$ cat config.mk
export PLATFORM = sky130hd
export DESIGN_NAME = i2c_eeprom_byte_master_flat
export DESIGN_NICKNAME = d
export VERILOG_FILES = /design/src/i2cee_pkg.sv /design/src/i2cee_item_if.sv /design/src/i2cee_result_if.sv /design/src/i2cee_cfg_regs.sv /design/src/i2cee_seq.sv /design/src/i2cee_out_stage.sv /design/src/i2c_eeprom_byte_master.sv /design/src/flat_wrapper.sv
export SDC_FILE = /design/constraint.sdc
export NUM_CORES = 1
export LEC_CHECK = 0
export BUFFER_PORTS_ARGS = -buffer_cell sky130_fd_sc_hd__clkbuf_2
export CAP_MARGIN = 20
export CELL_PAD_IN_SITES_DETAIL_PLACEMENT = 1
export CELL_PAD_IN_SITES_GLOBAL_PLACEMENT = 1
export CORE_ASPECT_RATIO = 1.25
export CORE_MARGIN = 3
export CORE_UTILIZATION = 51
export DETAILED_ROUTE_END_ITERATION = 16
export MAX_ROUTING_LAYER = met4
export PLACE_DENSITY_LB_ADDON = 0.1
export SYNTH_ARGS = -nofsm -noshare
export SYNTH_HDL_FRONTEND = slang
export SYNTH_HIERARCHICAL = 1
export SYNTH_SLANG_ARGS = --single-unit
$ cat constraint.sdc
create_clock -name clk -period 9.3 [get_ports clk]
set_input_delay 0.465 -clock clk [delete_from_list [all_inputs] [get_ports clk]]
set_output_delay 0.465 -clock clk [all_outputs]
set_load 0.01 [all_outputs]
$ cat src/i2cee_pkg.sv
// Package for the I2C EEPROM byte master: phase codes, config and result types,
// register indexes and the per-phase line tables. No dependencies.
`timescale 1ns / 1ps

package i2cee_pkg;

    localparam int HP_W      = 16;  // half-period and tick counter width
    localparam int LIMIT_W   = 8;
    localparam int DEV_W     = 7;
    localparam int CFG_IDX_W = 2;
    localparam int CFG_DAT_W = 16;

    localparam logic [CFG_IDX_W-1:0] CFG_HALF_PERIOD = 2'd0;
    localparam logic [CFG_IDX_W-1:0] CFG_ACK_LIMIT   = 2'd1;
    localparam logic [CFG_IDX_W-1:0] CFG_DEVICE      = 2'd2;

    localparam logic [HP_W-1:0]    HALF_PERIOD_RST = 16'd250;
    localparam logic [LIMIT_W-1:0] ACK_LIMIT_RST   = 8'd250;
    localparam logic [DEV_W-1:0]   DEVICE_RST      = 7'd80;

    localparam logic [3:0] BITS_PER_BYTE = 4'd8;

    typedef enum logic [4:0] {
        PH_IDLE      = 5'd0,
        PH_START_A   = 5'd1,
        PH_START_B   = 5'd2,
        PH_TX_LOW    = 5'd3,
        PH_TX_HIGH   = 5'd4,
        PH_ACK_LOW   = 5'd5,
        PH_ACK_HIGH  = 5'd6,
        PH_RS_LOW    = 5'd7,
        PH_RX_LOW    = 5'd8,
        PH_RX_HIGH   = 5'd9,
        PH_NACK_LOW  = 5'd10,
        PH_NACK_HIGH = 5'd11,
        PH_STOP_A    = 5'd12,
        PH_STOP_B    = 5'd13,
        PH_STOP_C    = 5'd14
    } phase_t;

    typedef enum logic [1:0] {
        STAGE_DEVICE = 2'd0,
        STAGE_WORD   = 2'd1,
        STAGE_PAYLOAD = 2'd2,
        STAGE_SPARE  = 2'd3
    } byte_stage_t;

    typedef struct packed {
        logic [HP_W-1:0]    half_period_ticks;
        logic [LIMIT_W-1:0] ack_wait_limit;
        logic [DEV_W-1:0]   device_select;
    } cfg_t;

    typedef struct packed {
        logic       cmd_valid;
        logic       req_type;
        logic [7:0] word_address;
        logic [7:0] write_data;
        logic       sda_in;
    } item_t;

    typedef struct packed {
        logic       scl_level;
        logic       sda_release;
        logic       busy_res;
        logic       done_res;
        logic [7:0] read_byte;
        logic       ack_missing;
    } res_t;

    function automatic logic scl_of_phase(input phase_t p);
        logic v;
        unique case (p)
            PH_TX_LOW, PH_ACK_LOW, PH_RS_LOW, PH_RX_LOW,
            PH_NACK_LOW, PH_STOP_A: v = 1'b0;
            default:                v = 1'b1;
        endcase
        return v;
    endfunction

    function automatic logic sda_of_phase(input phase_t p);
        logic v;
        unique case (p)
            PH_START_B, PH_TX_LOW, PH_TX_HIGH,
            PH_STOP_A, PH_STOP_B: v = 1'b0;
            default:              v = 1'b1;
        endcase
        return v;
    endfunction

endpackage

$ cat src/i2cee_item_if.sv
// Input channel: one tick beat with command fields and sampled SDA.
// Standalone; no package needed.
`timescale 1ns / 1ps

interface i2cee_item_if;
    logic       valid;
    logic       ready;
    logic       cmd_valid;
    logic       req_type;
    logic [7:0] word_address;
    logic [7:0] write_data;
    logic       sda_in;

    modport source (output valid, cmd_valid, req_type, word_address, write_data, sda_in,
                    input ready);
    modport sink   (input valid, cmd_valid, req_type, word_address, write_data, sda_in,
                    output ready);
endinterface

$ cat src/i2cee_result_if.sv
// Output channel: one result beat per tick with bus levels and status.
// Standalone; no package needed.
`timescale 1ns / 1ps

interface i2cee_result_if;
    logic       valid;
    logic       ready;
    logic       scl_level;
    logic       sda_release;
    logic       busy_res;
    logic       done_res;
    logic [7:0] read_byte;
    logic       ack_missing;

    modport source (output valid, scl_level, sda_release, busy_res, done_res, read_byte,
                    ack_missing, input ready);
    modport sink   (input valid, scl_level, sda_release, busy_res, done_res, read_byte,
                    ack_missing, output ready);
endinterface

$ cat src/i2cee_cfg_regs.sv
// Configuration register file: half period, ack wait limit, device address.
// Depends on i2cee_pkg.
`timescale 1ns / 1ps

module i2cee_cfg_regs
    import i2cee_pkg::*;
(
    input  logic                 clk,
    input  logic                 rst_n,
    input  logic                 cfg_we,
    input  logic [CFG_IDX_W-1:0] cfg_index,
    input  logic [CFG_DAT_W-1:0] cfg_wdata,
    output cfg_t                 cfg
);

    cfg_t cfg_reg;
    cfg_t cfg_next;

    always_comb
    begin
        cfg_next = cfg_reg;
        if (cfg_we)
        begin
            unique case (cfg_index)
                CFG_HALF_PERIOD: cfg_next.half_period_ticks = cfg_wdata[HP_W-1:0];
                CFG_ACK_LIMIT:   cfg_next.ack_wait_limit    = cfg_wdata[LIMIT_W-1:0];
                CFG_DEVICE:      cfg_next.device_select     = cfg_wdata[DEV_W-1:0];
                default:         cfg_next = cfg_reg;  // unmapped index: drop
            endcase
        end
    end

    always_ff @(posedge clk or negedge rst_n)
    begin
        if (!rst_n)
        begin
            cfg_reg.half_period_ticks <= HALF_PERIOD_RST;
            cfg_reg.ack_wait_limit    <= ACK_LIMIT_RST;
            cfg_reg.device_select     <= DEVICE_RST;
        end
        else
        begin
            cfg_reg <= cfg_next;
        end
    end

    assign cfg = cfg_reg;

endmodule

$ cat src/i2cee_seq.sv
// Bus sequencer: phase state machine, bit shifter, tick and ack-wait counters.
// Advances one tick per accepted beat. Depends on i2cee_pkg.
`timescale 1ns / 1ps

module i2cee_seq
    import i2cee_pkg::*;
(
    input  logic  clk,
    input  logic  rst_n,
    input  logic  step,
    input  item_t item,
    input  cfg_t  cfg,
    output res_t  res,
    output logic  idle
);

    phase_t            phase_reg, phase_next;
    byte_stage_t       stage_reg, stage_next;
    logic [3:0]        bit_reg, bit_next;
    logic [7:0]        shift_reg, shift_next;
    logic [HP_W-1:0]   tick_reg, tick_next;
    logic [LIMIT_W-1:0] wait_reg, wait_next;
    logic [7:0]        addr_reg, addr_next;
    logic [7:0]        data_reg, data_next;
    logic              kind_reg, kind_next;
    logic [7:0]        recv_reg, recv_next;
    logic              fault_reg, fault_next;

    logic [HP_W:0]     tick_inc;
    logic [HP_W-1:0]   target;
    logic              tick_hit;
    logic [3:0]        bit_inc;
    logic [7:0]        rx_shift;

    // Zero half period behaves as one.
    assign target   = (cfg.half_period_ticks == '0) ? HP_W'(1) : cfg.half_period_ticks;
    assign tick_inc = {1'b0, tick_reg} + (HP_W+1)'(1);
    assign tick_hit = tick_inc >= {1'b0, target};
    assign bit_inc  = bit_reg + 4'd1;
    assign rx_shift = {shift_reg[6:0], item.sda_in};

    always_comb
    begin
        phase_next = phase_reg;
        stage_next = stage_reg;
        bit_next   = bit_reg;
        shift_next = shift_reg;
        tick_next  = tick_reg;
        wait_next  = wait_reg;
        addr_next  = addr_reg;
        data_next  = data_reg;
        kind_next  = kind_reg;
        recv_next  = recv_reg;
        fault_next = fault_reg;

        if (step)
        begin
            unique case (phase_reg)
                PH_IDLE:
                begin
                    if (item.cmd_valid)
                    begin
                        addr_next  = item.word_address;
                        data_next  = item.write_data;
                        kind_next  = item.req_type;
                        fault_next = 1'b0;
                        stage_next = STAGE_DEVICE;
                        bit_next   = 4'd0;
                        tick_next  = '0;
                        phase_next = PH_START_A;
                    end
                end
                PH_ACK_HIGH:
                begin
                    if (!item.sda_in || (wait_reg >= cfg.ack_wait_limit))
                    begin
                        if (item.sda_in)
                            fault_next = 1'b1;
                        tick_next = '0;
                        unique case (stage_reg)
                            STAGE_DEVICE:
                            begin
                                stage_next = STAGE_WORD;
                                shift_next = addr_reg;
                                bit_next   = 4'd0;
                                phase_next = PH_TX_LOW;
                            end
                            STAGE_WORD:
                            begin
                                stage_next = STAGE_PAYLOAD;
                                if (!kind_reg)
                                begin
                                    shift_next = data_reg;
                                    bit_next   = 4'd0;
                                    phase_next = PH_TX_LOW;
                                end
                                else
                                begin
                                    phase_next = PH_RS_LOW;
                                end
                            end
                            default:
                            begin
                                if (!kind_reg)
                                begin
                                    phase_next = PH_STOP_A;
                                end
                                else
                                begin
                                    shift_next = 8'd0;
                                    bit_next   = 4'd0;
                                    phase_next = PH_RX_LOW;
                                end
                            end
                        endcase
                    end
                    else
                    begin
                        wait_next = wait_reg + LIMIT_W'(1);
                    end
                end
                PH_START_A, PH_START_B, PH_TX_LOW, PH_TX_HIGH, PH_ACK_LOW, PH_RS_LOW,
                PH_RX_LOW, PH_RX_HIGH, PH_NACK_LOW, PH_NACK_HIGH, PH_STOP_A, PH_STOP_B,
                PH_STOP_C:
                begin
                    tick_next = tick_inc[HP_W-1:0];
                    if (tick_hit)
                    begin
                        tick_next = '0;
                        unique case (phase_reg)
                            PH_START_A: phase_next = PH_START_B;
                            PH_START_B:
                            begin
                                shift_next = {cfg.device_select, stage_reg != STAGE_DEVICE};
                                bit_next   = 4'd0;
                                phase_next = PH_TX_LOW;
                            end
                            PH_TX_LOW: phase_next = PH_TX_HIGH;
                            PH_TX_HIGH:
                            begin
                                shift_next = {shift_reg[6:0], 1'b0};
                                bit_next   = bit_inc;
                                phase_next = (bit_inc >= BITS_PER_BYTE) ? PH_ACK_LOW
                                                                        : PH_TX_LOW;
                            end
                            PH_ACK_LOW:
                            begin
                                wait_next  = '0;
                                phase_next = PH_ACK_HIGH;
                            end
                            PH_RS_LOW: phase_next = PH_START_A;
                            PH_RX_LOW: phase_next = PH_RX_HIGH;
                            PH_RX_HIGH:
                            begin
                                shift_next = rx_shift;
                                bit_next   = bit_inc;
                                if (bit_inc >= BITS_PER_BYTE)
                                begin
                                    recv_next  = rx_shift;
                                    phase_next = PH_NACK_LOW;
                                end
                                else
                                begin
                                    phase_next = PH_RX_LOW;
                                end
                            end
                            PH_NACK_LOW:  phase_next = PH_NACK_HIGH;
                            PH_NACK_HIGH: phase_next = PH_STOP_A;
                            PH_STOP_A:    phase_next = PH_STOP_B;
                            PH_STOP_B:    phase_next = PH_STOP_C;
                            default:      phase_next = PH_IDLE;
                        endcase
                    end
                end
                default:
                begin
                    // Unknown code: fall back to idle.
                    tick_next  = '0;
                    phase_next = PH_IDLE;
                end
            endcase
        end
    end

    // Result reflects the state after this tick.
    always_comb
    begin
        res.scl_level   = scl_of_phase(phase_next);
        res.sda_release = ((phase_next == PH_TX_LOW) || (phase_next == PH_TX_HIGH))
                          ? shift_next[7] : sda_of_phase(phase_next);
        res.busy_res    = phase_next != PH_IDLE;
        res.done_res    = (phase_reg == PH_STOP_C) && tick_hit;
        res.read_byte   = recv_next;
        res.ack_missing = fault_next;
    end

    assign idle = phase_reg == PH_IDLE;

    always_ff @(posedge clk or negedge rst_n)
    begin
        if (!rst_n)
        begin
            phase_reg <= PH_IDLE;
            stage_reg <= STAGE_DEVICE;
            bit_reg   <= 4'd0;
            shift_reg <= 8'd0;
            tick_reg  <= '0;
            wait_reg  <= '0;
            addr_reg  <= 8'd0;
            data_reg  <= 8'd0;
            kind_reg  <= 1'b0;
            recv_reg  <= 8'd0;
            fault_reg <= 1'b0;
        end
        else
        begin
            phase_reg <= phase_next;
            stage_reg <= stage_next;
            bit_reg   <= bit_next;
            shift_reg <= shift_next;
            tick_reg  <= tick_next;
            wait_reg  <= wait_next;
            addr_reg  <= addr_next;
            data_reg  <= data_next;
            kind_reg  <= kind_next;
            recv_reg  <= recv_next;
            fault_reg <= fault_next;
        end
    end

endmodule

$ cat src/i2cee_out_stage.sv
// Result register between the sequencer and the output channel.
// Depends on i2cee_pkg and i2cee_result_if.
`timescale 1ns / 1ps

module i2cee_out_stage
    import i2cee_pkg::*;
(
    input  logic            clk,
    input  logic            rst_n,
    input  logic            load,
    input  res_t            res,
    output logic            can_load,
    i2cee_result_if.source  result
);

    logic valid_reg, valid_next;
    res_t data_reg;

    assign can_load = !valid_reg || result.ready;

    always_comb
    begin
        valid_next = valid_reg;
        if (load)
            valid_next = 1'b1;
        else if (result.ready)
            valid_next = 1'b0;
    end

    always_ff @(posedge clk or negedge rst_n)
    begin
        if (!rst_n)
            valid_reg <= 1'b0;
        else
            valid_reg <= valid_next;
    end

    always_ff @(posedge clk)
    begin
        if (load)
            data_reg <= res;
    end

    assign result.valid       = valid_reg;
    assign result.scl_level   = data_reg.scl_level;
    assign result.sda_release = data_reg.sda_release;
    assign result.busy_res    = data_reg.busy_res;
    assign result.done_res    = data_reg.done_res;
    assign result.read_byte   = data_reg.read_byte;
    assign result.ack_missing = data_reg.ack_missing;

endmodule

$ cat src/i2c_eeprom_byte_master.sv
// Top level of the I2C EEPROM byte master: config registers, sequencer, result register.
// Depends on i2cee_pkg, both channel interfaces and the three submodules.
`timescale 1ns / 1ps

// I2C master for a byte-addressed serial EEPROM. Each beat on the item channel is one
// timing tick: it carries the sampled SDA level and, when cmd_valid is set while the
// sequencer is idle, a command (req_type 0 = byte write, 1 = random byte read). Every
// tick yields exactly one result beat giving the SCL drive level, the SDA release flag,
// busy, a done pulse on the tick the stop completes, the last read byte and a sticky
// missing-acknowledge flag for the current transaction. A write sends start, device
// write address, word address, data and stop; a read adds a repeated start, the device
// read address, eight clocked-in bits MSB first, a master NACK clock and stop. Each
// SCL phase lasts half_period_ticks ticks (0 acts as 1); at every ack clock SCL stays
// high until SDA is seen low or SDA has been seen high on ack_wait_limit + 1 ticks,
// and the transfer continues either way. Rate: one beat per clock while the sink keeps
// taking result beats. The sequencer's state update is a single short pass from its state
// registers into the result register; item.ready drops only while the result register
// holds a beat that the sink has not taken. Configuration (index 0 half period, 1 ack
// limit, 2 device address) is written through cfg_we/cfg_index/cfg_wdata and takes
// effect on the next tick.
module i2c_eeprom_byte_master
    import i2cee_pkg::*;
(
    input  logic                 clk,
    input  logic                 rst_n,
    input  logic                 cfg_we,
    input  logic [CFG_IDX_W-1:0] cfg_index,
    input  logic [CFG_DAT_W-1:0] cfg_wdata,
    i2cee_item_if.sink           item,
    i2cee_result_if.source       result
);

    cfg_t  cfg;
    item_t item_beat;
    res_t  seq_res;
    logic  seq_idle;
    logic  can_load;
    logic  step;

    // Accept a tick whenever the result register can take its answer.
    assign item.ready = can_load;
    assign step       = item.valid && can_load;

    assign item_beat.cmd_valid    = item.cmd_valid;
    assign item_beat.req_type     = item.req_type;
    assign item_beat.word_address = item.word_address;
    assign item_beat.write_data   = item.write_data;
    assign item_beat.sda_in       = item.sda_in;

    i2cee_cfg_regs u_cfg (
        .clk       (clk),
        .rst_n     (rst_n),
        .cfg_we    (cfg_we),
        .cfg_index (cfg_index),
        .cfg_wdata (cfg_wdata),
        .cfg       (cfg)
    );

    // Advance the bus sequencer by one tick per accepted beat.
    i2cee_seq u_seq (
        .clk   (clk),
        .rst_n (rst_n),
        .step  (step),
        .item  (item_beat),
        .cfg   (cfg),
        .res   (seq_res),
        .idle  (seq_idle)
    );

    // Hold the tick's result until the sink takes it.
    i2cee_out_stage u_out (
        .clk      (clk),
        .rst_n    (rst_n),
        .load     (step),
        .res      (seq_res),
        .can_load (can_load),
        .result   (result)
    );

    // Every accepted tick shows up as a result beat on the next cycle.
    a_tick_yields_result: assert property (@(posedge clk) disable iff (!rst_n)
        (item.valid && item.ready) |=> result.valid)
        else $error("accepted tick produced no result beat");

    // The stop-complete pulse comes with the sequencer already idle.
    a_done_not_busy: assert property (@(posedge clk) disable iff (!rst_n)
        (result.valid && result.done_res) |-> !result.busy_res)
        else $error("done reported while still busy");

    // With no transaction running both lines are released.
    a_idle_released: assert property (@(posedge clk) disable iff (!rst_n)
        (result.valid && !result.busy_res) |-> (result.scl_level && result.sda_release))
        else $error("bus driven while idle");

    // An idle tick without a command stays idle.
    a_idle_holds: assert property (@(posedge clk) disable iff (!rst_n)
        (step && seq_idle && !item.cmd_valid) |=> (result.valid && !result.busy_res))
        else $error("sequencer left idle without a command");

endmodule
$ cat src/flat_wrapper.sv
// flat-port wrapper written by rule: the top's interface ports become plain ports
module i2c_eeprom_byte_master_flat import i2cee_pkg::*;
  (clk, rst_n, cfg_we, cfg_index, cfg_wdata, item_valid, item_cmd_valid, item_req_type, item_word_address, item_write_data, item_sda_in, item_ready, result_valid, result_scl_level, result_sda_release, result_busy_res, result_done_res, result_read_byte, result_ack_missing, result_ready);
  i2cee_item_if item_i ();
  i2cee_result_if result_i ();
  input  logic clk;
  input  logic rst_n;
  input  logic cfg_we;
  input  logic [CFG_IDX_W-1:0] cfg_index;
  input  logic [CFG_DAT_W-1:0] cfg_wdata;
  input wire logic [$bits(item_i.valid)-1:0] item_valid;
  input wire logic [$bits(item_i.cmd_valid)-1:0] item_cmd_valid;
  input wire logic [$bits(item_i.req_type)-1:0] item_req_type;
  input wire logic [$bits(item_i.word_address)-1:0] item_word_address;
  input wire logic [$bits(item_i.write_data)-1:0] item_write_data;
  input wire logic [$bits(item_i.sda_in)-1:0] item_sda_in;
  output wire logic [$bits(item_i.ready)-1:0] item_ready;
  output wire logic [$bits(result_i.valid)-1:0] result_valid;
  output wire logic [$bits(result_i.scl_level)-1:0] result_scl_level;
  output wire logic [$bits(result_i.sda_release)-1:0] result_sda_release;
  output wire logic [$bits(result_i.busy_res)-1:0] result_busy_res;
  output wire logic [$bits(result_i.done_res)-1:0] result_done_res;
  output wire logic [$bits(result_i.read_byte)-1:0] result_read_byte;
  output wire logic [$bits(result_i.ack_missing)-1:0] result_ack_missing;
  input wire logic [$bits(result_i.ready)-1:0] result_ready;
  assign item_i.valid = item_valid;
  assign item_i.cmd_valid = item_cmd_valid;
  assign item_i.req_type = item_req_type;
  assign item_i.word_address = item_word_address;
  assign item_i.write_data = item_write_data;
  assign item_i.sda_in = item_sda_in;
  assign item_ready = item_i.ready;
  assign result_valid = result_i.valid;
  assign result_scl_level = result_i.scl_level;
  assign result_sda_release = result_i.sda_release;
  assign result_busy_res = result_i.busy_res;
  assign result_done_res = result_i.done_res;
  assign result_read_byte = result_i.read_byte;
  assign result_ack_missing = result_i.ack_missing;
  assign result_i.ready = result_ready;
  i2c_eeprom_byte_master u_core (.clk(clk), .rst_n(rst_n), .cfg_we(cfg_we), .cfg_index(cfg_index), .cfg_wdata(cfg_wdata), .item(item_i), .result(result_i));
endmodule
After elaboration in Yosys (flattened, before gate mapping)
Index checks and enable logic that the tools add are counted.
{"block": "word_totals", "ramBits": 0, "in_bits": 42, "latchBits": 0, "regBits": 114, "out_inout_bits": 15, "mem_count": 0, "mem_bits_ro": 0, "wordCells": 149}
{"block": "classes", "n_mux": 55, "n_reduce_logical": 30, "eq_ne": 36, "multipliers": 0, "n_lt_le_gt_ge": 3, "n_addsub": 3, "n_div": 0, "bitwise_logic": 0, "n_shift": 0}
{"op": "$mux W8", "count": 13}
{"op": "$mux W16", "count": 4}
{"op": "$eq A5 B4 Y1 const B", "count": 11}
{"op": "$pmux W16 S3", "count": 1}
{"op": "$pmux W4 S12", "count": 1}
{"op": "$pmux W8 S2", "count": 3}
{"op": "$eq A5 B3 Y1 const B", "count": 7}
{"op": "$pmux W4 S2", "count": 3}
{"op": "$pmux W8 S3", "count": 1}
{"op": "$eq A5 B2 Y1 const B", "count": 4}
{"op": "$mux W4", "count": 5}
{"op": "$mux W5", "count": 4}
{"op": "$add A16 B1 Y17 const B", "count": 1}
{"op": "$ge A17 B16 Y1", "count": 1}
{"op": "$logic_not A16 Y1", "count": 1}
{"op": "$pmux W5 S3", "count": 1}
{"op": "$reduce_or A13 Y1", "count": 1}
{"op": "$pmux W4 S3", "count": 1}
{"op": "$ne A2 B2 Y1 const B", "count": 5}
{"op": "$reduce_and A5 Y1", "count": 2}
{"op": "$mux W1", "count": 9}
{"op": "$mux W3", "count": 3}
{"op": "$ne A3 B3 Y1 const B", "count": 3}
{"op": "$add A8 B1 Y8 const B", "count": 1}
{"op": "other kinds (25)", "count": 41}

Longest topological paths before layout
Gate-level depths: netlist of run 1.
{"block": "logic_depth", "ltp_word": 11, "mapped_depth": 18, "ltp_nobuf": 16}

Modules after synthesis
The synthesis of run 1 kept the hierarchy.
{"module": "i2cee_seq", "cells_each": 511, "instances": 1, "area_per_inst_um2": 4752.1}
{"module": "i2cee_cfg_regs", "cells_each": 66, "instances": 1, "area_per_inst_um2": 1187.4}
{"module": "i2cee_out_stage", "cells_each": 16, "instances": 1, "area_per_inst_um2": 437.9}
{"module": "i2c_eeprom_byte_master", "cells_each": 1, "instances": 1, "area_per_inst_um2": 6.3}

Worst setup path after synthesis of run 1
Ideal clock, no wire load.
{"block": "synth_path", "path_type": "register to register", "start": "register u_core.u_seq.tick_reg[0]", "end": "register u_core.u_out.data_reg, in the netlist u_core/u_out/result.sda_release (data pin)", "t_arrival_ns": 3.500, "required_ns": 9.036, "path_stages_with_launch": 17, "synth_period_minus_slack_ns": 3.764, "path_slack_ns": 5.536, "path_cell_list": "dfrtp_1 > ha_1 > nand4_4 > nor2_1 > and3_1 > and3_1 > xor2_1 > ha_1 > a21o_2 > a21oi_1 > o31a_1 > o211a_1 > nor2_1 > o32ai_1 > inv_2 > nor4b_1 > o31ai_1"}
{"item": "start, declared", "line": "i2cee_seq.sv:21", "source": "logic [HP_W-1:0] tick_reg, tick_next;"}
{"item": "start signal, assigned", "line": "i2cee_seq.sv:221", "source": "tick_reg <= tick_next;"}
{"item": "end signal, assigned", "line": "i2cee_out_stage.sv:41", "source": "data_reg <= res;"}
{"item": "end, declared", "line": "i2cee_out_stage.sv:17", "source": "res_t data_reg;"}

==> results of run 1 <==
[final timing paths]
path	startpoint	to	slack (ns)	depth (start not counted)
worst max-delay path	u_core/u_seq/tick_reg[0]	u_core/u_out/result.sda_release	4.78	16
worst min-delay path	rst_n	u_core/u_cfg/cfg[9]	0.05	1
worst max register to register	u_core/u_seq/tick_reg[0]	u_core/u_out/result.sda_release	4.78	16
worst min register to register	u_core/u_seq/wait_reg[7]	u_core/u_seq/wait_reg[7]	0.49	1
max in group asynchronous	rst_n	u_core/u_seq/phase_reg[4]	8.11	2
min in group clk	item_write_data[4]	u_core/u_seq/data_reg[4]	0.27	2
[kinds of logic after synthesis]
kind of cell,after synthesis,share of synthesized area [%]
compound gates,159,17.8
xor+xnor,15,2.06
fa+ha+maj,27,5.29
buf+inv,61,4.45
flops,114,46.0
mux,59,10.3
simple gates,159,14.1
[power by group through the flow]
stage                     clock network, W  logic [W]  registers (W)
after floorplan                          0   0.000281       0.000668
after global placement                   0   0.000360       0.000696
after detailed placement                 0   0.000380       0.000705
after CTS                         0.000628   0.000385       0.000699
after global routing              0.000648   0.000428       0.000713
final                             0.000615   0.000383       0.000698
[through the flow]
step / setup WS, ns / util (%) / area [um2]
2_1_floorplan: 5.54 / - / 6380
3_3_place_gp: 5.00 / 55.4 / 6770
3_5_place_dp: 4.81 / 55.4 / 6770
4_1_cts: 4.75 / 60.0 / 7330
5_1_grt: 4.39 / 60.0 / 7330
6_report: 4.78 / 60.0 / 7330
[metal layers]
| metal | vias to the layer above | GRT usage (%) |
|---|---|---|
| met2 | 129 | 47.4 |
| met5 | - | - |
| met4 | 0 | 11.7 |
| li1 | 2312 | - |
| met1 | 2540 | 30.2 |
| met3 | 34 | 4.70 |
[cells in the mapped netlist, types with 3 or more instances]
master	instances	area, um2
sky130_fd_sc_hd__a211oi_1	4	30.0
sky130_fd_sc_hd__a21o_1	3	22.5
sky130_fd_sc_hd__a21oi_1	23	115
sky130_fd_sc_hd__a22o_1	3	26.3
sky130_fd_sc_hd__a22oi_1	8	60.1
sky130_fd_sc_hd__a31oi_1	6	37.5
sky130_fd_sc_hd__and2_1	4	25.0
sky130_fd_sc_hd__and3_1	7	43.8
sky130_fd_sc_hd__buf_2	5	25.0
sky130_fd_sc_hd__buf_6	6	67.6
sky130_fd_sc_hd__clkbuf_1	11	41.3
sky130_fd_sc_hd__dfrtp_1	87	2180
sky130_fd_sc_hd__dfstp_2	14	368
sky130_fd_sc_hd__edfxtp_1	13	390
sky130_fd_sc_hd__ha_1	27	338
sky130_fd_sc_hd__inv_1	37	139
sky130_fd_sc_hd__mux2_2	55	619
sky130_fd_sc_hd__mux2i_1	3	30.0
sky130_fd_sc_hd__nand2_1	41	154
sky130_fd_sc_hd__nand2b_1	7	43.8
sky130_fd_sc_hd__nand3_1	16	80.1
sky130_fd_sc_hd__nand3b_1	5	37.5
sky130_fd_sc_hd__nand4_1	7	43.8
sky130_fd_sc_hd__nor2_1	21	78.8
sky130_fd_sc_hd__nor2b_1	13	81.3
sky130_fd_sc_hd__nor3_1	9	45.0
sky130_fd_sc_hd__nor4_1	7	43.8
sky130_fd_sc_hd__nor4b_1	3	26.3
sky130_fd_sc_hd__o211a_1	3	30.0
sky130_fd_sc_hd__o21a_1	9	67.6
sky130_fd_sc_hd__o21ai_0	40	200
sky130_fd_sc_hd__o21ai_1	3	15.0
sky130_fd_sc_hd__o221ai_1	8	70.1
sky130_fd_sc_hd__o2bb2ai_1	3	26.3
sky130_fd_sc_hd__o31a_1	3	26.3
sky130_fd_sc_hd__o31ai_1	16	120
sky130_fd_sc_hd__xnor2_1	6	52.6
sky130_fd_sc_hd__xor2_1	9	78.8
[area by class of cell]
type	count	area, um2	area share, %
multi-input cells	419	3160	43.2
well taps	164	205	2.80
flip-flops and latches	114	2940	40.1
clock inverters	15	135	1.84
repair buffers	61	320	4.37
clock buffers	17	425	5.81
inverters	38	143	1.95
==> PnR_summary.wiki, run 1 <==
{| class="wikitable"
! Metric !! Value
|-
| Run status || finished clean
|-
| Post-layout minimum cycle time || 4.52 ns
|-
| Count of antenna-violating nets left after detailed routing || 0
|-
| Number of buffer cells added on primary ports || 56
|-
| Post CTS Setup Buffer Count || 0
|-
| TritonCTS sink count || 114
|-
| Fillcell total || roughly 1300
|-
| Overall Global Routing Usage || approximately 27%
|-
| Peak ir drop on the vdd network || around 170 uV
|-
| Number of clock buffers inserted by TritonCTS || 17
|-
| Maximum buffer depth of the clock tree || 2
|-
| Combinational cell fraction of total power || between 20 and 25%
|-
| Critical path's largest stage delay || 0.47 ns
|-
| Buf+Inv Stages, Crit Path || 1
|-
| Via count || between 5000 and 6000
|-
| Number of storage elements in the synthesis netlist || approximately 110
|-
| Switching Share || between 30% and 40%
|-
| Number of cells produced by synthesis || between 500 and 600
|-
| Commonest non-fill, non-tap cell in the layout || sky130_fd_sc_hd__dfrtp_1
|-
| Wire length of the first global-routing pass || about 28000 um
|-
| Pre-antenna DRT Iters || 4
|-
| Flip-flop count of the largest register, all copies and words added || 31
|-
| Standard cell core area || approximately 12000 um2
|-
| Synth unique cells || 80
|-
| Slew @ Worst Pin || 0.867 ns
|-
| Final weighted congestion in routability-driven placement || around 0.86
|-
| Yosys warns || 6
|-
| Pins Over Slew Limit || 0
|-
| Summed instance area of the synthesized netlist || between 6000 and 7000 um2
|-
| Via density || between 6 and 7
|-
| Worst EP required || around 9.5 ns
|-
| Share of total power in sequential cells || slightly above 40%
|-
| CTS tree || done
|-
| Number of antenna cells inserted || 0
|-
| Worst clock skew on the final layout || around 0.012 ns
|-
| Series of cell instances along the critical path || ha_1, nand4_4, nor2_1, and3_1, and3_1, xor2_1, ha_1, a21o_2, a21oi_1, o31a_1, o211a_1, nor2_1, o32ai_1, inv_2, nor4b_1, o31ai_1
|-
| Part of the power in the clock network || between 30 and 40%
|-
| Headroom to the max-slew limit || between 40% and 50%
|-
| Most used DFF post-synth || sky130_fd_sc_hd__dfrtp_1
|-
| Share of synthesized registers carrying an async set or reset || roughly nine tenths
|-
| Most frequent cells in the layout || 87 x sky130_fd_sc_hd__dfrtp_1, 55 x sky130_fd_sc_hd__clkbuf_2, 55 x sky130_fd_sc_hd__mux2_2, 41 x sky130_fd_sc_hd__nand2_1, 40 x sky130_fd_sc_hd__o21ai_0
|-
| Total global routing overflow || 0
|-
| Maximum level of the CTS H-tree || 4
|-
| Fraction of final layout cells sized beyond drive strength 1 || around 28%
|-
| Proportion of synthesized chip area in sequential cells || between 40% and 50%
|-
| Setup_tns || 0 ns
|-
| Pin count of the biggest net entering global routing || 55
|-
| Vias in the first global route || around 5400
|-
| Worst path arrival time || around 4.7 ns
|-
| Horizontal die dimension || about 110 um
|-
| Syn-to-layout area delta || 14.8%
|-
| Nature of the critical path startpoint || flip-flop
|-
| Antenna violations before repair || 0
|-
| Number of standard cells in the layout, taps in and fillers out || about 830
|-
| Clock Pin Slew Worst Setup and Hold Paths || around 0.060 ns
|-
| Number of gates given a new drive strength after cts || 0
|-
| Placed instance count || between 700 and 800
|-
| Smallest hold slack || ~0.053 ns
|-
| Effective utilization at floorplan || a little over half
|-
| Number of flops mapped to enable cells by yosys || 13
|-
| Final nets || 720
|-
| Final hold viol count || 0
|-
| Clock Latency Late Sink || ~0.42 ns
|-
| Full die area || ~14000 um2
|-
| Post-DP HPWL || approximately 12000 um
|-
| Power density over the cells || roughly 230 nW/um2
|-
| Wire length on met2 || 8980 um
|-
| Critical Path End Type || flip-flop
|-
| Syn Area/Cell || 10.7 um2
|-
| Top routing layer in use || met4
|-
| Tightest Hold Check Type || input port to asynchronous set/reset pin
|-
| Leakage Power || ~3.3 nW
|-
| Setup repair after global routing missed its margin || no
|-
| Drt drc || 0
|-
| Syn nets || approximately 660
|-
| Final count of negative-setup-slack endpoints || 0
|-
| Cell family with the largest share of critical-path delay || compound AO/OA/AOI/OAI gates
|-
| Fraction of the cycle the final worst path needs || just under 50%
|-
| Max FO, Critical Path || 12
|-
| Switching power summed over all nets || about 0.00055 W
|-
| Post-DR wirelength/cell || roughly 20 um
|-
| Number of cell rows || 45
|-
| DRC violation total after the first TritonRoute iteration || approximately 160
|-
| Crit-path slowest cell || sky130_fd_sc_hd__o211a_1
|-
| DRT met1 WL || 6980 um
|-
| Total wire length after detailed routing || between 15000 and 20000 um
|-
| Chip height || 131 um
|-
| Overall Power || 0.00170 W
|-
| Internal power consumption || 0.00115 W
|-
| Achievable frequency || 0.221 GHz
|-
| Max Cap Viol || 0
|-
| Number of hold buffers added after cts || 0
|-
| Critical path type || flip-flop to flip-flop
|-
| I/O pin count || 57
|-
| Clock tree root buffer cell || sky130_fd_sc_hd__clkbuf_16
|-
| Total length of routed met3 wires || 591 um
|}
No activity file was read; power rests on OpenSTA's default activity.
==> run 2: changes to the inputs <==
--- a/config.mk
+++ b/config.mk
@@ -5,13 +5,14 @@
 export SDC_FILE = /design/constraint.sdc
 export NUM_CORES = 1
 export LEC_CHECK = 0
+export ABC_AREA = 1
 export BUFFER_PORTS_ARGS = -buffer_cell sky130_fd_sc_hd__clkbuf_2
 export CAP_MARGIN = 20
 export CELL_PAD_IN_SITES_DETAIL_PLACEMENT = 1
 export CELL_PAD_IN_SITES_GLOBAL_PLACEMENT = 1
 export CORE_ASPECT_RATIO = 1.25
 export CORE_MARGIN = 3
-export CORE_UTILIZATION = 51
+export CORE_UTILIZATION = 46
 export DETAILED_ROUTE_END_ITERATION = 16
 export MAX_ROUTING_LAYER = met4
 export PLACE_DENSITY_LB_ADDON = 0.1
==> constraint.sdc (replaced) <==
create_clock -name clk -period 4.4 [get_ports clk]
set_input_delay 0.22 -clock clk [delete_from_list [all_inputs] [get_ports clk]]
set_output_delay 0.22 -clock clk [all_outputs]
set_load 0.01 [all_outputs]
==> run 2 against run 1 <==
Against the previous run:
- final cell count increased by 25%
- largest power group is now the clock network
- final area increased by 6.6%
- non-clock buffer count unchanged
- die area increased by 16%
- total power increased by 140%
- global-route usage decreased by 2.0 points
- critical path type unchanged
- critical endpoint is now u_core/u_seq/tick_reg[2]
- critical path depth increased by 4
- flip-flop and latch count unchanged
- register-to-register slack got worse by 4.4 ns
- count of clock-buffer cells in the layout increased by 2
==> PnR_summary.wiki, run 2 <==
{| class="wikitable"
! Metric !! Value
|-
| Run status || finished clean
|-
| Via count || 5572
|-
| Main combinational cell family by area after synthesis || simple AND/OR/NAND/NOR gates
|-
| Number of buffer cells added on primary ports || 56
|-
| Share of synthesized registers carrying an async set or reset || approximately nine tenths
|-
| Crit Reg-Reg Endpoint || u_core/u_seq/tick_reg[2]
|-
| Share of total power in sequential cells || 37.1%
|-
| Pins Over Slew Limit || 0
|-
| Post-DP HPWL || 14000 um
|-
| Leading post-synthesis cells by cell area || sky130_fd_sc_hd__dfrtp_1 32%, sky130_fd_sc_hd__nand2_1 10%, sky130_fd_sc_hd__inv_1 5.9%, sky130_fd_sc_hd__edfxtp_1 5.8%, sky130_fd_sc_hd__dfstp_2 5.5%
|-
| Overall Global Routing Usage || 24.8%
|-
| Hold wc startpoint || cfg_wdata[7]
|-
| Via density || approximately 5.4
|-
| Number of cells produced by synthesis || between 700 and 800
|-
| Fraction of final layout cells sized beyond drive strength 1 || around a quarter
|-
| Vias in the first global route || a little over 6000
|-
| Max Cap Viol || 0
|-
| Top-area cell type share of the netlist area || 32.3%
|-
| Critical path type || flip-flop to flip-flop
|-
| Slew @ Worst Pin || around 0.9 ns
|-
| Chip height || between 100 and 150 um
|-
| Yosys warns || 6
|-
| Worst min-delay path endpoint || u_core/u_cfg/cfg[22]
|-
| Area fraction in compound gates after synthesis || between 10% and 20%
|-
| Horizontal die dimension || approximately 110 um
|-
| Critical path's largest stage delay || about 0.44 ns
|-
| Standard cell core area || 14100 um2
|-
| Worst EP required || around 4.7 ns
|-
| Part of the power in the clock network || 37.7%
|-
| Tightest Hold Check Type || input port to flip-flop
|-
| Parity-gate share of the synthesized area counting xor and xnor cells || between 1.5 and 2%
|-
| Pre-antenna DRT Iters || 4
|-
| Power density over the cells || 518 nW/um2
|-
| Drt drc || 0
|-
| Wire length of the first global-routing pass || between 30000 and 40000 um
|-
| Number of flops mapped to enable cells by yosys || 13
|-
| Number of cell rows || 48
|-
| Full die area || ~16000 um2
|-
| Count of antenna-violating nets left after detailed routing || 0
|-
| Summed instance area of the synthesized netlist || 6740 um2
|-
| Max FO, Critical Path || 11
|-
| Setup repair after global routing missed its margin || no
|-
| Crit-path slowest cell || sky130_fd_sc_hd__dfrtp_1
|-
| Maximum level of the CTS H-tree || 4
|-
| Critical path origin || u_core/u_seq/tick_reg[0]
|-
| Most frequent cells in the layout || 181 x sky130_fd_sc_hd__nand2_1, 105 x sky130_fd_sc_hd__inv_1, 86 x sky130_fd_sc_hd__dfrtp_1, 55 x sky130_fd_sc_hd__clkbuf_2
|-
| Synthesized-area fraction occupied by and/or/nand/nor cells || 27.2%
|-
| Clock Pin Slew Worst Setup and Hold Paths || around 0.05 ns
|-
| Setup_tns || 0 ns
|-
| Achievable frequency || 0.247 GHz
|-
| Syn-to-layout area delta || 16.0%
|-
| Portion of netlist area occupied by mux cells || between 2 and 3%
|-
| Final weighted congestion in routability-driven placement || 0.846
|-
| Ranking of synthesized cells by instance count || 181 x sky130_fd_sc_hd__nand2_1, 105 x sky130_fd_sc_hd__inv_1, 87 x sky130_fd_sc_hd__dfrtp_1
|-
| Post-layout minimum cycle time || roughly 4 ns
|-
| Effective utilization at floorplan || between 40% and 50%
|-
| Worst clock skew on the final layout || 0.00682 ns
|-
| Most used DFF post-synth || sky130_fd_sc_hd__dfrtp_1
|-
| Peak ir drop on the vdd network || between 300 and 400 uV
|-
| Number of clock buffers inserted by TritonCTS || 17
|-
| Total global routing overflow || 0
|-
| Antenna violations before repair || 0
|-
| Pin count of the biggest net entering global routing || 69
|-
| TritonCTS sink count || around 110
|-
| DRC violation total after the first TritonRoute iteration || approximately 230
|-
| Worst path arrival time || about 4.4 ns
|-
| Cell with the most instances after synthesis || sky130_fd_sc_hd__nand2_1
|-
| Clock tree root buffer cell || sky130_fd_sc_hd__clkbuf_16
|-
| Dominant cell type by area after synthesis || sky130_fd_sc_hd__dfrtp_1
|-
| Final count of negative-setup-slack endpoints || 0
|-
| Final hold viol count || 0
|-
| Number of antenna cells inserted || 0
|-
| Internal power consumption || between 0.002 and 0.003 W
|-
| Nature of the critical path startpoint || flip-flop
|-
| Combinational cell fraction of total power || 25.2%
|-
| Critical R2R Launch || u_core/u_seq/tick_reg[0]
|-
| Smallest hold slack || around 0.028 ns
|-
| Post-DR wirelength/cell || roughly 18 um
|-
| Maximum buffer depth of the clock tree || 2
|-
| Number of storage elements in the synthesis netlist || approximately 110
|-
| Critical Path End Type || flip-flop
|-
| Headroom to the max-slew limit || around two fifths
|-
| CTS tree || done
|-
| Final nets || ~920
|-
| I/O pin count || 57
|-
| Cell depth of the worst flop-to-flop path || 20
|-
| Hold-critical path depth || 3
|-
| Commonest non-fill, non-tap cell in the layout || sky130_fd_sc_hd__nand2_1
|-
| Syn Area/Cell || between 8 and 9 um2
|-
| Clock Latency Late Sink || around 0.42 ns
|-
| Flip-flop count of the largest register, all copies and words added || 31
|-
| Series of cell instances along the critical path || ha_1, nand2_2, inv_2, nand2_4, nor4_1, nand2_1, nor2_1, xor2_1, inv_1, ha_1, a21oi_1, nand3b_1, nand3_2, nor2_4, nand3_4, inv_4, nand2_4, inv_2, nand2_1, o31ai_1
|-
| Switching Share || around a third
|-
| Syn nets || about 850
|-
| Total wire length after detailed routing || 18300 um
|-
| Proportion of synthesized chip area in sequential cells || between 40% and 50%
|-
| Leakage Power || 3.91 nW
|-
| Synth unique cells || 53
|-
| Register-to-Register Setup Slack || ~0.34 ns
|-
| Arithmetic-cell share of the synthesized area counting full adders, half adders and majority gates || 5.02%
|-
| Fraction of the cycle the final worst path needs || 92.2%
|-
| Switching power summed over all nets || between 0.001 and 0.0015 W
|}
-- run 2: cell families (layout without fill, tap and decap cells) --
group | count (synthesis) | in the layout
mux | 16 | 16
fa+ha+maj | 27 | 27
buf+inv | 143 | 219
flops | 114 | 114
xor+xnor | 14 | 14
simple gates | 361 | 361
compound gates | 109 | 109
-- run 2: power groups by stage --
stage	combinational [W]	clock [W]	sequential, W
final	0.00102	0.00153	0.00150
after detailed placement	0.00102	0	0.00152
after CTS	0.00103	0.00156	0.00150
after global routing	0.00116	0.00161	0.00153
after global placement	0.000962	0	0.00149
after floorplan	0.000743	0	0.00146
-- run 2: area by class of cell --
cell class | count | area [um2]
Fill cell | 1682 | 6240
Multi-Input combinational cell | 527 | 3200
Sequential cell | 114 | 2940
Inverter | 126 | 483
Clock buffer | 19 | 443
Timing Repair Buffer | 61 | 323
Tap cell | 175 | 219
Clock inverter | 13 | 206
-- run 2: critical path, delay by kind of cell, from the launching register on --
family	cells	cell delay, ns
and+or+nand+nor	11	1.79
buffers and inverters	4	0.43
DFF	1	0.44
adders and majority gates	2	0.57
xor gates and xnor gates	1	0.23
AOI/OAI and AO/OA	2	0.49
-- run 2: worst max-delay path by stage --
stage,endpoint,slack [ns],cells after the start
3_3_place_gp,u_core/u_seq/tick_reg[2],0.53,20
4_1_cts,u_core/u_seq/shift_reg[3],0.33,20
6_report,u_core/u_seq/tick_reg[2],0.34,20
2_1_floorplan,u_core/u_out/result.sda_release,0.95,23
5_1_grt,u_core/u_seq/tick_reg[2],0.03,20
3_5_place_dp,u_core/u_seq/tick_reg[2],0.33,20
-- run 2: repair_timing --
action / CTS / global route
buffers inserted: 0 / 0
hold buffers: 1 / 0
gates resized for setup: 0 / 4
hold endpoints to repair: 62 / 0
setup endpoints to repair: 0 / 11
-- run 2: metrics by stage --
stage / utilization (%) / cells / area (um2) / setup WS (ns) / power [W]
floorplan: - / 784 / 6740 / 0.955 / 0.00220
global placement: 50.8 / 1002 / 7140 / 0.527 / 0.00246
detailed placement: 50.8 / 1002 / 7140 / 0.334 / 0.00253
CTS: 55.5 / 1035 / 7800 / 0.326 / 0.00409
global route: 55.6 / 1035 / 7810 / 0.0329 / 0.00430
finish: 55.6 / 1035 / 7810 / 0.345 / 0.00405
-- run 2: metal layers --
layer / up-vias / global-route usage (%) / part of all wire, %
met5: - / - / 0
met4: 0 / 8.57 / 2.1
met3: 34 / 4.35 / 2.4
met2: 73 / 43.4 / 54
met1: 2742 / 28.7 / 42
li1: 2723 / - / -
==> run 3: changes to the inputs <==
--- a/config.mk
+++ b/config.mk
@@ -16,7 +16,9 @@
 export DETAILED_ROUTE_END_ITERATION = 16
 export MAX_ROUTING_LAYER = met4
 export PLACE_DENSITY_LB_ADDON = 0.1
+export RECOVER_POWER = 25
 export SYNTH_ARGS = -nofsm -noshare
 export SYNTH_HDL_FRONTEND = slang
 export SYNTH_HIERARCHICAL = 1
 export SYNTH_SLANG_ARGS = --single-unit
+export TNS_END_PERCENT = 30
==> run 3 against run 2 <==
Against the previous run:
- the flow now finishes with violations (max-capacitance violations, max-slew violations)
- count of clock-buffer cells in the layout stayed put
- routed wire length shrank 0.14%
- final cell count is the same
- register-to-register slack about the same
- sequential power is essentially flat
- die area did not move
- global-route usage unchanged
- critical path depth is the same
- hold slack gained 0.0017 ns
- fmax about the same
- critical endpoint unchanged
- largest power group unchanged
- highest routed layer unchanged
==> PnR_summary.wiki, run 3 (synthesis gave the netlist of run 2 again) <==
{| class="wikitable"
! Metric !! Value
|-
| Run status || finished, violations left
|-
| Failing checks || max-capacitance violations, max-slew violations
|-
| Slew @ Worst Pin || between 1.5 and 2 ns
|-
| Total global routing overflow || 0
|-
| Worst EP required || between 4 and 5 ns
|-
| CTS tree || done
|-
| Hold-critical path depth || 3
|-
| Post CTS Setup Buffer Count || 0
|-
| Setup repair after global routing missed its margin || no
|-
| Cell family with the largest share of critical-path delay || simple AND/OR/NAND/NOR gates
|-
| Placed Area || 7140 um2
|-
| Pins Over Slew Limit || just under 70
|-
| Max FO, Critical Path || 11
|-
| Peak ir drop on the vdd network || between 300 and 400 uV
|-
| Clock Pin Slew Worst Setup and Hold Paths || about 0.050 ns
|-
| TritonCTS sink count || between 100 and 150
|-
| Number of clock buffers inserted by TritonCTS || 17
|-
| Pin count of the biggest net entering global routing || slightly below 70
|-
| Post-DR wirelength/cell || between 15 and 20 um
|-
| Wire length of the first global-routing pass || 30700 um
|-
| Series of cell instances along the critical path || ha_1, nand2_2, inv_2, nand2_4, nor4_1, nand2_1, nor2_1, xor2_1, inv_1, ha_1, a21oi_1, nand3b_1, nand3_2, nor2_4, nand3_4, inv_4, nand2_4, inv_2, nand2_1, o31ai_1
|-
| Vias in the first global route || 6072
|-
| Headroom to the max-slew limit || -15.1%
|-
| Crit-path slowest cell || sky130_fd_sc_hd__dfrtp_1
|-
| Number of antenna cells inserted || 0
|-
| Maximum level of the CTS H-tree || 4
|-
| Dpl ws || roughly 0.33 ns
|-
| Power density over the cells || around 520 nW/um2
|-
| Achievable frequency || about 0.25 GHz
|-
| DRC violation total after the first TritonRoute iteration || between 200 and 250
|-
| I/O pin count || between 50 and 60
|-
| Final hold viol count || 0
|-
| Worst clock skew on the final layout || roughly 0.007 ns
|-
| Nature of the critical path startpoint || flip-flop
|-
| Smallest hold slack || ~0.03 ns
|-
| Number of buffer cells added on primary ports || 56
|-
| Post-layout minimum cycle time || between 4 and 5 ns
|-
| Fraction of final layout cells sized beyond drive strength 1 || between 20% and 30%
|-
| Via count || 5614
|-
| Overall Global Routing Usage || about a quarter
|-
| Overall Power || between 0.004 and 0.005 W
|-
| Antenna violations before repair || 0
|-
| Setup_tns || 0 ns
|-
| Critical path's largest stage delay || roughly 0.44 ns
|-
| Leakage Power || around 3.9 nW
|-
| Post-DP HPWL || around 14000 um
|-
| Fraction of the cycle the final worst path needs || 92.2%
|-
| Number of stages on the worst setup path || 20
|-
| Final count of negative-setup-slack endpoints || 0
|-
| Final WS setup || 0.345 ns
|-
| Critical path type || flip-flop to flip-flop
|-
| Flip-flop count of the largest register, all copies and words added || 31
|-
| Tightest Hold Check Type || input port to flip-flop
|-
| Effective utilization at floorplan || a little under half
|-
| Via density || between 5 and 6
|-
| Maximum buffer depth of the clock tree || 2
|-
| Horizontal die dimension || approximately 110 um
|-
| Clock Latency Late Sink || 0.42 ns
|-
| Final weighted congestion in routability-driven placement || ~0.85
|-
| Pre-antenna DRT Iters || 4
|-
| Number of cell rows || 48
|-
| Final nets || 916
|-
| Full die area || 16100 um2
|-
| Chip height || between 100 and 150 um
|-
| Clock tree root buffer cell || sky130_fd_sc_hd__clkbuf_16
|-
| Commonest non-fill, non-tap cell in the layout || sky130_fd_sc_hd__nand2_1
|-
| Worst path arrival time || ~4.4 ns
|-
| Syn-to-layout area delta || 15.3%
|-
| Critical Path End Type || flip-flop
|-
| Total wire length after detailed routing || between 15000 and 20000 um
|-
| Total non-filler cell area in the finished layout || roughly 7800 um2
|-
| Drt drc || 0
|-
| Buf+Inv Stages, Crit Path || 4
|-
| Count of antenna-violating nets left after detailed routing || 0
|-
| Cell depth of the worst flop-to-flop path || 20
|-
| Max Cap Viol || 1
|-
| Standard cell core area || 14100 um2
|-
| Most frequent cells in the layout || 182 x sky130_fd_sc_hd__nand2_1, 105 x sky130_fd_sc_hd__inv_1, 86 x sky130_fd_sc_hd__dfrtp_1, 46 x sky130_fd_sc_hd__nand3_1, 44 x sky130_fd_sc_hd__nor2_1
|}
run 3: cell count changes in the layout (fill, tap and decap cells not counted):
| cell | delta |
|---|---|
| sky130_fd_sc_hd__nand2_1 | +1 |
| sky130_fd_sc_hd__nand2_4 | -1 |
| sky130_fd_sc_hd__nand3_4 | -2 |
| sky130_fd_sc_hd__buf_4 | -1 |
| sky130_fd_sc_hd__clkbuf_1 | +13 |
| sky130_fd_sc_hd__nand3_1 | +2 |
| sky130_fd_sc_hd__clkbuf_2 | -12 |
run 3: final timing paths:
check | startpoint | endpoint | slack (ns)
max | u_core/u_seq/tick_reg[0] | u_core/u_seq/tick_reg[2] | 0.35
min | cfg_wdata[7] | u_core/u_cfg/cfg[22] | 0.03
max reg2reg | u_core/u_seq/tick_reg[0] | u_core/u_seq/tick_reg[2] | 0.35
min reg2reg | u_core/u_cfg/cfg[8] | u_core/u_cfg/cfg[8] | 0.47
max in group asynchronous | rst_n | u_core/u_cfg/cfg[12] | 2.29
min in group asynchronous | rst_n | u_core/u_seq/tick_reg[5] | 0.81
run 3: area by class of cell:
type | count | area (um2)
clock buffer | 19 | 443
sequential | 114 | 2940
multi-input combinational | 527 | 3170
fill | 1692 | 6290
clock inverter | 13 | 206
timing repair buffer | 61 | 304
inverter | 126 | 483
tap | 175 | 219
run 3: report_power, final:
| group | internal (W) | switching [W] |
|---|---|---|
| Combinational | 0.000356 | 0.000658 |
| Sequential | 0.00132 | 0.000179 |
| Clock | 0.00102 | 0.000506 |
run 3: timing repair:
| action | in CTS | in global routing |
|---|---|---|
| hold buffers | 1 | 0 |
| setup endpoints to repair | 0 | 11 |
| gates resized for setup | 0 | 4 |
| hold endpoints to repair | 62 | 0 |
run 3: metrics by stage:
| stage | utilization [%] | instances |
|---|---|---|
| final | 55.2 | 1035 |
| after global routing | 55.2 | 1035 |
| after CTS | 55.5 | 1035 |
| after detailed placement | 50.8 | 1002 |
| after global placement | 50.8 | 1002 |
| after floorplan | - | 784 |
run 3: worst min-delay path, cell delays in order:
cell and delay (ns):
sky130_fd_sc_hd__clkbuf_2 0.09, sky130_fd_sc_hd__nand3_1 0.08, sky130_fd_sc_hd__nand2_1 0.05
run 3: layer usage:
metal	share of wire [%]	vias to the layer above	routed length, um	global-route usage, %
met5	0	-	0	-
met4	2.2	0	393	8.57
met3	2.5	35	456	4.35
met2	54	91	9820	43.4
met1	42	2762	7580	28.7
li1	-	2726	-	-
